`config.mk`:
```
export PLATFORM = sky130hd
export DESIGN_NAME = text_to_integer_parser
export DESIGN_NICKNAME = d
export VERILOG_FILES = /design/src/rtl/ttoi_pkg.sv /design/src/rtl/text_to_integer_parser.sv /design/src/rtl/ttoi_step.sv
export VERILOG_INCLUDE_DIRS = /design/src /design/src/rtl
export SDC_FILE = /design/constraint.sdc
export NUM_CORES = 2
export LEC_CHECK = 0
export BUFFER_PORTS_ARGS = -buffer_cell sky130_fd_sc_hd__buf_4
export CORE_AREA = 2 2 318 226
export CTS_CLUSTER_SIZE = 24
export DETAILED_ROUTE_END_ITERATION = 10
export DIE_AREA = 0 0 320 228
export PLACE_DENSITY = 0.74
export SYNTH_ARGS = -nofsm -noshare
export SYNTH_HDL_FRONTEND = slang
export SYNTH_SLANG_ARGS = --single-unit
```
`constraint.sdc`:
```
create_clock -name clock -period 14.91 [get_ports clock]
set_input_delay 0.7455 -clock clock [delete_from_list [all_inputs] [get_ports clock]]
set_output_delay 0.7455 -clock clock [all_outputs]
set_load 0.005 [all_outputs]
```
`src/rtl/text_to_integer_parser_macros.svh`:
```
// ----------------------------------------------------------------------------
// text_to_integer_parser_macros.svh
// Assertion macros used by the parser RTL.
// ----------------------------------------------------------------------------
`ifndef TEXT_TO_INTEGER_PARSER_MACROS_SVH
`define TEXT_TO_INTEGER_PARSER_MACROS_SVH

`ifndef NO_ASSERTIONS

// Same-cycle implication, disabled while reset is high.
`define TTOI_CHECK(label, pre, post) \
   label: assert property (@(posedge clock) disable iff (reset) (pre) |-> (post)) \
      else $error("ttoi check failed");

// Next-cycle implication, active during reset too.
`define TTOI_CHECK_NEXT(label, pre, post) \
   label: assert property (@(posedge clock) (pre) |=> (post)) \
      else $error("ttoi next-cycle check failed");

`else

`define TTOI_CHECK(label, pre, post)
`define TTOI_CHECK_NEXT(label, pre, post)

`endif

`endif

```
`src/rtl/ttoi_pkg.sv`:
```
// ----------------------------------------------------------------------------
// ttoi_pkg
// Types, constants and helper functions for the text to integer parser.
// ----------------------------------------------------------------------------
`timescale 1ns / 1ps
`default_nettype none

package ttoi_pkg;

   localparam int CHAR_W   = 21;
   localparam int BASE_W   = 6;
   localparam int VALUE_W  = 64;
   localparam int COUNT_W  = 32;
   localparam int PHASE_W  = 3;
   localparam int CSR_IDX_W  = 2;
   localparam int CSR_DATA_W = 6;

   localparam logic [PHASE_W-1:0] PH_IDLE   = 3'd0;
   localparam logic [PHASE_W-1:0] PH_SPACE  = 3'd1;
   localparam logic [PHASE_W-1:0] PH_PREFIX = 3'd2;
   localparam logic [PHASE_W-1:0] PH_XCHECK = 3'd3;
   localparam logic [PHASE_W-1:0] PH_DIGITS = 3'd4;

   localparam logic [CSR_IDX_W-1:0] CSR_NUMBER_BASE   = 2'd0;
   localparam logic [CSR_IDX_W-1:0] CSR_SIGNED_RESULT = 2'd1;

   localparam logic [BASE_W-1:0] BASE_RESET = 6'd10;
   localparam logic [BASE_W-1:0] BASE_AUTO  = 6'd0;
   localparam logic [BASE_W-1:0] BASE_ONE   = 6'd1;
   localparam logic [BASE_W-1:0] BASE_OCT   = 6'd8;
   localparam logic [BASE_W-1:0] BASE_DEC   = 6'd10;
   localparam logic [BASE_W-1:0] BASE_HEX   = 6'd16;
   localparam logic [BASE_W-1:0] BASE_MAX   = 6'd36;

   localparam logic [CHAR_W-1:0] CH_TAB   = 21'd9;
   localparam logic [CHAR_W-1:0] CH_CR    = 21'd13;
   localparam logic [CHAR_W-1:0] CH_SPACE = 21'd32;
   localparam logic [CHAR_W-1:0] CH_PLUS  = 21'd43;
   localparam logic [CHAR_W-1:0] CH_MINUS = 21'd45;
   localparam logic [CHAR_W-1:0] CH_ZERO  = 21'd48;
   localparam logic [CHAR_W-1:0] CH_NINE  = 21'd57;
   localparam logic [CHAR_W-1:0] CH_UP_A  = 21'd65;
   localparam logic [CHAR_W-1:0] CH_UP_Z  = 21'd90;
   localparam logic [CHAR_W-1:0] CH_LO_A  = 21'd97;
   localparam logic [CHAR_W-1:0] CH_LO_X  = 21'd120;
   localparam logic [CHAR_W-1:0] CH_LO_Z  = 21'd122;

   localparam logic [VALUE_W-1:0] LONG_MAX_VALUE  = 64'h7FFF_FFFF_FFFF_FFFF;
   localparam logic [VALUE_W-1:0] ULONG_MAX_VALUE = 64'hFFFF_FFFF_FFFF_FFFF;

   typedef struct packed {
      logic [PHASE_W-1:0] phase;
      logic               negative;
      logic [BASE_W-1:0]  base;
      logic [VALUE_W-1:0] accumulator;
      logic [COUNT_W-1:0] consumed;
      logic               overflow;
   } parse_state_type;

   typedef struct packed {
      logic [VALUE_W-1:0] value;
      logic [COUNT_W-1:0] end_offset;
      logic               base_error;
      logic               wrapped;
   } parse_result_type;

   function automatic logic digit_ok(input logic [BASE_W-1:0] b, input logic [CHAR_W-1:0] c);
      logic [CHAR_W-1:0] ext_b;
      logic [CHAR_W-1:0] letters;
      logic              ok;
      ext_b   = CHAR_W'(b);
      letters = ext_b - CHAR_W'(BASE_DEC);
      if (c < CH_ZERO) begin
         ok = 1'b0;
      end else if (b <= BASE_DEC) begin
         ok = (c < CH_ZERO + ext_b);
      end else if (c >= CH_LO_A && c < CH_LO_A + letters) begin
         ok = 1'b1;
      end else if (c >= CH_UP_A && c < CH_UP_A + letters) begin
         ok = 1'b1;
      end else begin
         ok = (c <= CH_NINE);
      end
      return ok;
   endfunction

   function automatic logic [BASE_W-1:0] digit_value(input logic [CHAR_W-1:0] c);
      logic [CHAR_W-1:0] d;
      d = '0;
      if (c >= CH_ZERO && c <= CH_NINE) begin
         d = c - CH_ZERO;
      end else if (c >= CH_LO_A && c <= CH_LO_Z) begin
         d = c - CH_LO_A + CHAR_W'(BASE_DEC);
      end else if (c >= CH_UP_A && c <= CH_UP_Z) begin
         d = c - CH_UP_A + CHAR_W'(BASE_DEC);
      end
      return d[BASE_W-1:0];
   endfunction

endpackage

`default_nettype wire

```
`src/rtl/text_to_integer_parser.sv`:
```
// ----------------------------------------------------------------------------
// text_to_integer_parser
// Streaming wide-character string to 64-bit integer parser.
// ----------------------------------------------------------------------------
// Channel   Direction  Handshake           Payload
// req       in         req_valid/stall     code_point, start_of_string
// rsp       out        rsp_valid/stall     value, end_offset, base_error, wrapped
// csr       in         csr_valid/ready     csr_index, csr_wdata
//
// One character per cycle while req_stall is low; a stop character's result is
// registered in rsp_ff or skid_ff. The accumulator multiply-add is combinational.
// Synchronous reset: idle, number_base 10, signed_result 1, outputs empty.
// Results go to an output register backed by a skid entry; req_stall rises
// only when both are full.
// ----------------------------------------------------------------------------
`timescale 1ns / 1ps
`default_nettype none

`include "text_to_integer_parser_macros.svh"

module text_to_integer_parser (
   input  logic                              clock,
   input  logic                              reset,
   input  logic                              req_valid,
   output logic                              req_stall,
   input  logic [ttoi_pkg::CHAR_W-1:0]       req_code_point,
   input  logic                              req_start_of_string,
   output logic                              rsp_valid,
   input  logic                              rsp_stall,
   output logic [ttoi_pkg::VALUE_W-1:0]      rsp_value,
   output logic [ttoi_pkg::COUNT_W-1:0]      rsp_end_offset,
   output logic                              rsp_base_error,
   output logic                              rsp_wrapped,
   input  logic                              csr_valid,
   output logic                              csr_ready,
   input  logic [ttoi_pkg::CSR_IDX_W-1:0]    csr_index,
   input  logic [ttoi_pkg::CSR_DATA_W-1:0]   csr_wdata
);
   import ttoi_pkg::*;

   logic [BASE_W-1:0] number_base_ff;
   logic              signed_result_ff;
   parse_state_type   state_ff;
   parse_state_type   state_in;
   logic              emit;
   parse_result_type  result;
   parse_result_type  rsp_ff;
   parse_result_type  skid_ff;
   logic              rsp_valid_ff;
   logic              skid_valid_ff;
   logic              req_take;
   logic              rsp_take;

   assign csr_ready = 1'b1;
   assign req_stall = skid_valid_ff;
   assign req_take  = req_valid && !req_stall;
   assign rsp_take  = rsp_valid_ff && !rsp_stall;

   always_ff @(posedge clock) begin
      if (reset) begin
         number_base_ff   <= BASE_RESET;
         signed_result_ff <= 1'b1;
      end else if (csr_valid && csr_ready) begin
         unique case (csr_index)
            CSR_NUMBER_BASE:   number_base_ff   <= csr_wdata[BASE_W-1:0];
            CSR_SIGNED_RESULT: signed_result_ff <= csr_wdata[0];
            default: ;
         endcase
      end
   end

   ttoi_step u_step (
      .state_cur       (state_ff),
      .number_base     (number_base_ff),
      .signed_result   (signed_result_ff),
      .code_point      (req_code_point),
      .start_of_string (req_start_of_string),
      .state_nxt       (state_in),
      .emit            (emit),
      .result          (result)
   );

   always_ff @(posedge clock) begin
      if (reset) begin
         state_ff <= '0;
      end else if (req_take) begin
         state_ff <= state_in;
      end
   end

   always_ff @(posedge clock) begin
      if (reset) begin
         rsp_valid_ff  <= 1'b0;
         skid_valid_ff <= 1'b0;
      end else if (skid_valid_ff) begin
         if (rsp_take) begin
            rsp_ff        <= skid_ff;
            skid_valid_ff <= 1'b0;
         end
      end else if (!rsp_valid_ff || rsp_take) begin
         rsp_valid_ff <= req_take && emit;
         if (req_take && emit) begin
            rsp_ff <= result;
         end
      end else if (req_take && emit) begin
         skid_ff       <= result;
         skid_valid_ff <= 1'b1;
      end
   end

   assign rsp_valid      = rsp_valid_ff;
   assign rsp_value      = rsp_ff.value;
   assign rsp_end_offset = rsp_ff.end_offset;
   assign rsp_base_error = rsp_ff.base_error;
   assign rsp_wrapped    = rsp_ff.wrapped;

   `TTOI_CHECK(a_skid_behind_rsp, skid_valid_ff, rsp_valid_ff)
   `TTOI_CHECK(a_base_error_clean, rsp_valid_ff && rsp_ff.base_error,
      rsp_ff.end_offset == '0 && !rsp_ff.wrapped)
   `TTOI_CHECK(a_digit_base_valid, state_ff.phase == PH_DIGITS,
      state_ff.base >= 6'd2 && state_ff.base <= BASE_MAX)
   `TTOI_CHECK_NEXT(a_reset_empties, reset,
      !rsp_valid_ff && !skid_valid_ff && state_ff.phase == PH_IDLE)

endmodule

`default_nettype wire

```
`src/rtl/ttoi_step.sv`:
```
// ----------------------------------------------------------------------------
// ttoi_step
// Next-state and result logic for one character of the parser.
// ----------------------------------------------------------------------------
`timescale 1ns / 1ps
`default_nettype none

module ttoi_step (
   input  ttoi_pkg::parse_state_type       state_cur,
   input  logic [ttoi_pkg::BASE_W-1:0]     number_base,
   input  logic                            signed_result,
   input  logic [ttoi_pkg::CHAR_W-1:0]     code_point,
   input  logic                            start_of_string,
   output ttoi_pkg::parse_state_type       state_nxt,
   output logic                            emit,
   output ttoi_pkg::parse_result_type      result
);
   import ttoi_pkg::*;

   logic [PHASE_W-1:0]   phase;
   logic                 take;
   logic                 go_prefix;
   logic                 go_digits;
   logic                 is_space;
   logic                 is_sign;
   logic [VALUE_W+BASE_W-1:0] product;
   logic [VALUE_W:0]     sum;

   assign is_space = (code_point == CH_SPACE) || (code_point >= CH_TAB && code_point <= CH_CR);
   assign is_sign  = (code_point == CH_MINUS) || (code_point == CH_PLUS);

   always_comb begin
      state_nxt = state_cur;
      emit      = 1'b0;
      result    = '0;
      take      = 1'b0;
      go_prefix = 1'b0;
      go_digits = 1'b0;
      product   = '0;
      sum       = '0;
      phase     = state_cur.phase;

      if (start_of_string) begin
         state_nxt.negative    = 1'b0;
         state_nxt.accumulator = '0;
         state_nxt.consumed    = '0;
         state_nxt.overflow    = 1'b0;
         state_nxt.base        = number_base;
         if (number_base == BASE_ONE || number_base > BASE_MAX) begin
            state_nxt.phase   = PH_IDLE;
            phase             = PH_IDLE;
            emit              = 1'b1;
            result.value      = signed_result ? LONG_MAX_VALUE : ULONG_MAX_VALUE;
            result.base_error = 1'b1;
         end else begin
            state_nxt.phase = PH_SPACE;
            phase           = PH_SPACE;
         end
      end

      unique case (phase)
         PH_SPACE: begin
            if (is_space) begin
               take = 1'b1;
            end else if (is_sign) begin
               state_nxt.negative = (code_point == CH_MINUS);
               state_nxt.phase    = PH_PREFIX;
               take               = 1'b1;
            end else begin
               go_prefix = 1'b1;
            end
         end
         PH_PREFIX: begin
            go_prefix = 1'b1;
         end
         PH_XCHECK: begin
            state_nxt.phase = PH_DIGITS;
            if (code_point == CH_LO_X) begin
               state_nxt.base = BASE_HEX;
               take           = 1'b1;
            end else begin
               go_digits = 1'b1;
            end
         end
         PH_DIGITS: begin
            go_digits = 1'b1;
         end
         default: begin
            state_nxt.phase = PH_IDLE;
         end
      endcase

      if (go_prefix) begin
         state_nxt.phase = PH_DIGITS;
         if (state_nxt.base == BASE_HEX && code_point == CH_ZERO) begin
            state_nxt.phase = PH_XCHECK;
            take            = 1'b1;
         end else if (state_nxt.base == BASE_AUTO) begin
            if (code_point == CH_ZERO) begin
               state_nxt.base  = BASE_OCT;
               state_nxt.phase = PH_XCHECK;
               take            = 1'b1;
            end else begin
               state_nxt.base = BASE_DEC;
               go_digits      = 1'b1;
            end
         end else begin
            go_digits = 1'b1;
         end
      end

      if (go_digits) begin
         if (digit_ok(state_nxt.base, code_point)) begin
            product = (VALUE_W+BASE_W)'(state_nxt.accumulator)
                    * (VALUE_W+BASE_W)'(state_nxt.base);
            sum     = (VALUE_W+1)'(product[VALUE_W-1:0])
                    + (VALUE_W+1)'(digit_value(code_point));
            state_nxt.accumulator = sum[VALUE_W-1:0];
            state_nxt.overflow    = state_nxt.overflow
                                  | (product[VALUE_W+BASE_W-1:VALUE_W] != '0)
                                  | sum[VALUE_W];
            state_nxt.phase       = PH_DIGITS;
            take                  = 1'b1;
         end else begin
            state_nxt.phase   = PH_IDLE;
            emit              = 1'b1;
            result.value      = state_nxt.negative ? (VALUE_W'(0) - state_nxt.accumulator)
                                                   : state_nxt.accumulator;
            result.end_offset = state_nxt.consumed;
            result.wrapped    = state_nxt.overflow;
         end
      end

      if (take && state_nxt.consumed != '1) begin
         state_nxt.consumed = state_nxt.consumed + COUNT_W'(1);
      end
   end

endmodule

`default_nettype wire

```
==> impl_metrics.tcl <==
set metrics [dict create \
    outcome "finished, final reports clean" \
    mostFrequentLayoutCells "nor2_1, inv_1, nand2_1" \
    ys.flop_type "edfxtp_1" \
    async_reset_ff_frac 0 \
    wire_per_inst_um 19.5 \
    wl_um 90000 \
    diodes 0 \
    finalWorstSetupSlack_ns 5.64 \
    cts_inserted_buffers 27 \
    hold_class "in2reg" \
    synthTopCellsByArea "edfxtp_1, fa_1, dfxtp_1" \
    h-tree-depth 1 \
    die_x_um 320 \
    synth-seq-cells 312 \
    drc 0 \
    drive_gt1_frac 0.110 \
    synthSimpleGateAreaFrac 0.229 \
    antenna_found_initial 0 \
    critPathMaxStageDelay_ns 0.78 \
    tritoncts "yes" \
    cts_resized 0 \
    place_congestion 0.980 \
    min_to "number_base_ff[3]$_SDFFE_PP1P_" \
    synth_compound_area_frac 0.139 \
    slew_violations 0 \
    fin_hold_ws_ns 0.397 \
    reg2reg_depth 26 \
    placed_area_um2 32700 \
    worst_pin_slew_ns 1.27 \
    netlist_area_um2 31200 \
    dr.pass1.iters 6 \
    cp_max_fo 57 \
    yosysSeqAreaShare 0.263 \
    rr_startpoint "number_base_ff[5]$_SDFFE_PP0P_" \
    dieArea_um2 73000 \
    synth_top_family_by_area "simple AND/OR/NAND/NOR gates" \
    synth.distinct_cells 110 \
    post-cts-setup-buffers 0 \
    synth_cells 3691 \
    p_leak_nw 13.4 \
    core_area_um2 70400 \
    hold_viol_final 0 \
    grt_first_pass_wirelength_um 144000 \
    arrival_ns 9.74 \
    setup_viol 0 \
    die_h_um 228 \
    final_common_cell "nor2_1" \
    min_period_ns 9.27 \
    areaGrowthSynthToFinish_pct 7.78 \
    grt_pass1_vias 25500 \
    dp_hpwl_um 69700 \
    grt.overflow.total 0 \
    drt_iter0_markers 3291 \
    synth_top_cell_area_share 0.189 \
    path_clk_slew_ns 0.07 \
    cpMaxStageDelayCell "a222oi_1" \
    vias_per_cell 5.93 \
    placed_cells 4560 \
    start_kind "input port" \
    synth_mux_area_frac 0.0452 \
    cap_viol_max_count 0 \
    power_density_nw_per_um2 56.3 \
    relSlewSlack 0.152 \
    fin_cells 4609 \
    yosysWarnings 0 \
    cp.required_ns 15.37 \
    pre_cts_ws_ns 5.23 \
    fmax_mhz 108 \
    final_core_util 0.477 \
    cts.sinks 312 \
    r2r_setup_slack_ns 5.93 \
    crit_type "in2reg" \
    synthAdderAreaFrac 0.209 \
    syn_avg_cell_area_um2 8.44 \
    rsz0062_at_grt "no" \
    ant_nets 0 \
    r2r_end "state_ff[92]$_SDFFE_PP0P_" \
    grt_usage 0.243 \
    nets 4071 \
    skew_ns 0.0312 \
    worstSkewPairLatency_ns 0.57 \
    hold_start "csr_wdata[3]" \
    cts-root-buf "clkbuf_16" \
    rows 82 \
    clock_tree.buffer_depth 3 \
    tns_ns 0 \
    p_total_mw 1.89 \
    ctsHoldBuffers 0 \
    io_pins 136 \
    vdd_ir_drop_max_mv 0.0853 \
    hold_depth 2 \
    portBuffers 134 \
    worst_setup_path_end_kind "flip-flop" \
    finalCritPeriodShare 0.622 \
    synth_enable_flop_cells 196 \
    synth_xor_area_frac 0.0408 \
    final_cell_area_um2 33600 \
    num_vias 27300 \
    yosys.area.top_type "edfxtp_1" \
    grt_max_degree 82 \
    start_util 0.443 \
]
## where the power goes
part / switching [mW] / leakage (nW) / internal, mW
Combinational: 0.152 / 10.1 / 0.0788
Sequential: 0.00928 / 2.83 / 0.936
Clock: 0.341 / 0.422 / 0.374
## final cells by class
cell class	instances	area (um^2)
Clock buffer	30	687
Inverter	355	1330
Fill cell	6677	36800
Multi-Input combinational cell	2800	20700
Sequential cell	312	8210
Tap cell	924	1160
Timing Repair Buffer	169	1270
Clock inverter	19	181
## per-layer routing
metal / track usage / part of all wire
met1: 0.371 / 0.45
met2: 0.358 / 0.43
met3: 0.0445 / 0.096
met4: 0.0509 / 0.021
met5: 0 / 0
## state kept, by name (all words and copies together) (netlist names)
signal and cells:
rsp_value 64, rsp_valid 1, skid_ff 98, state_ff 107
rsp_base_error 1, signed_result_ff 1, number_base_ff 6, req_stall 1
rsp_end_offset 32, rsp_wrapped 1
## worst max-delay path, delay by kind of cell
kind,cells,cell delay (ns)
xor+xnor,1,0.27
fa+ha+maj,4,1.95
compound gates,4,1.78
buf+inv,6,1.15
simple gates,11,3.82
## cells in the mapped netlist (16+ instances only)
cell / n
fa_1: 250
a21oi_1: 242
mux2i_1: 20
dfxtp_1: 116
o211ai_1: 25
xnor2_1: 75
nand2_1: 296
a21o_1: 36
xor2_1: 70
o21ai_0: 134
nand3_1: 79
o21ai_1: 18
nor2b_1: 28
or3_1: 27
mux2_2: 106
edfxtp_1: 196
nand2b_1: 83
a31oi_1: 29
buf_2: 37
or2_2: 20
o21a_1: 16
a211o_1: 17
and2_1: 56
nand4_1: 56
nor2_1: 577
nor4_1: 38
inv_1: 351
and3_1: 21
a211oi_1: 23
clkbuf_1: 172
nor3_1: 85
ha_1: 121
## kinds of logic (layout without fill, tap and decap cells)
logic type	count (synthesis)	count (layout)
AO/OA/AOI/OAI	684	684
XOR/XNOR	145	145
adder cells (fa/ha/maj)	371	371
buffers and inverters	584	573
flip-flops	312	312
multiplexers	127	127
other	1	6
AND/OR/NAND/NOR	1467	1467
## worst max-delay path by stage
stage | from | end | slack (ns) | depth (start not counted)
floorplan | req_code_point[1] | rsp_base_error$_DFFE_PP_ | 1.00 | 33
global placement | req_code_point[16] | state_ff[0]$_SDFFE_PP0P_ | 5.46 | 26
detailed placement | req_code_point[16] | state_ff[92]$_SDFFE_PP0P_ | 5.23 | 26
CTS | req_code_point[16] | state_ff[0]$_SDFFE_PP0P_ | 5.80 | 26
global route | req_code_point[16] | state_ff[0]$_SDFFE_PP0P_ | 4.98 | 26
finish | req_code_point[16] | state_ff[92]$_SDFFE_PP0P_ | 5.64 | 26
No activity file was read; power rests on OpenSTA's default activity.
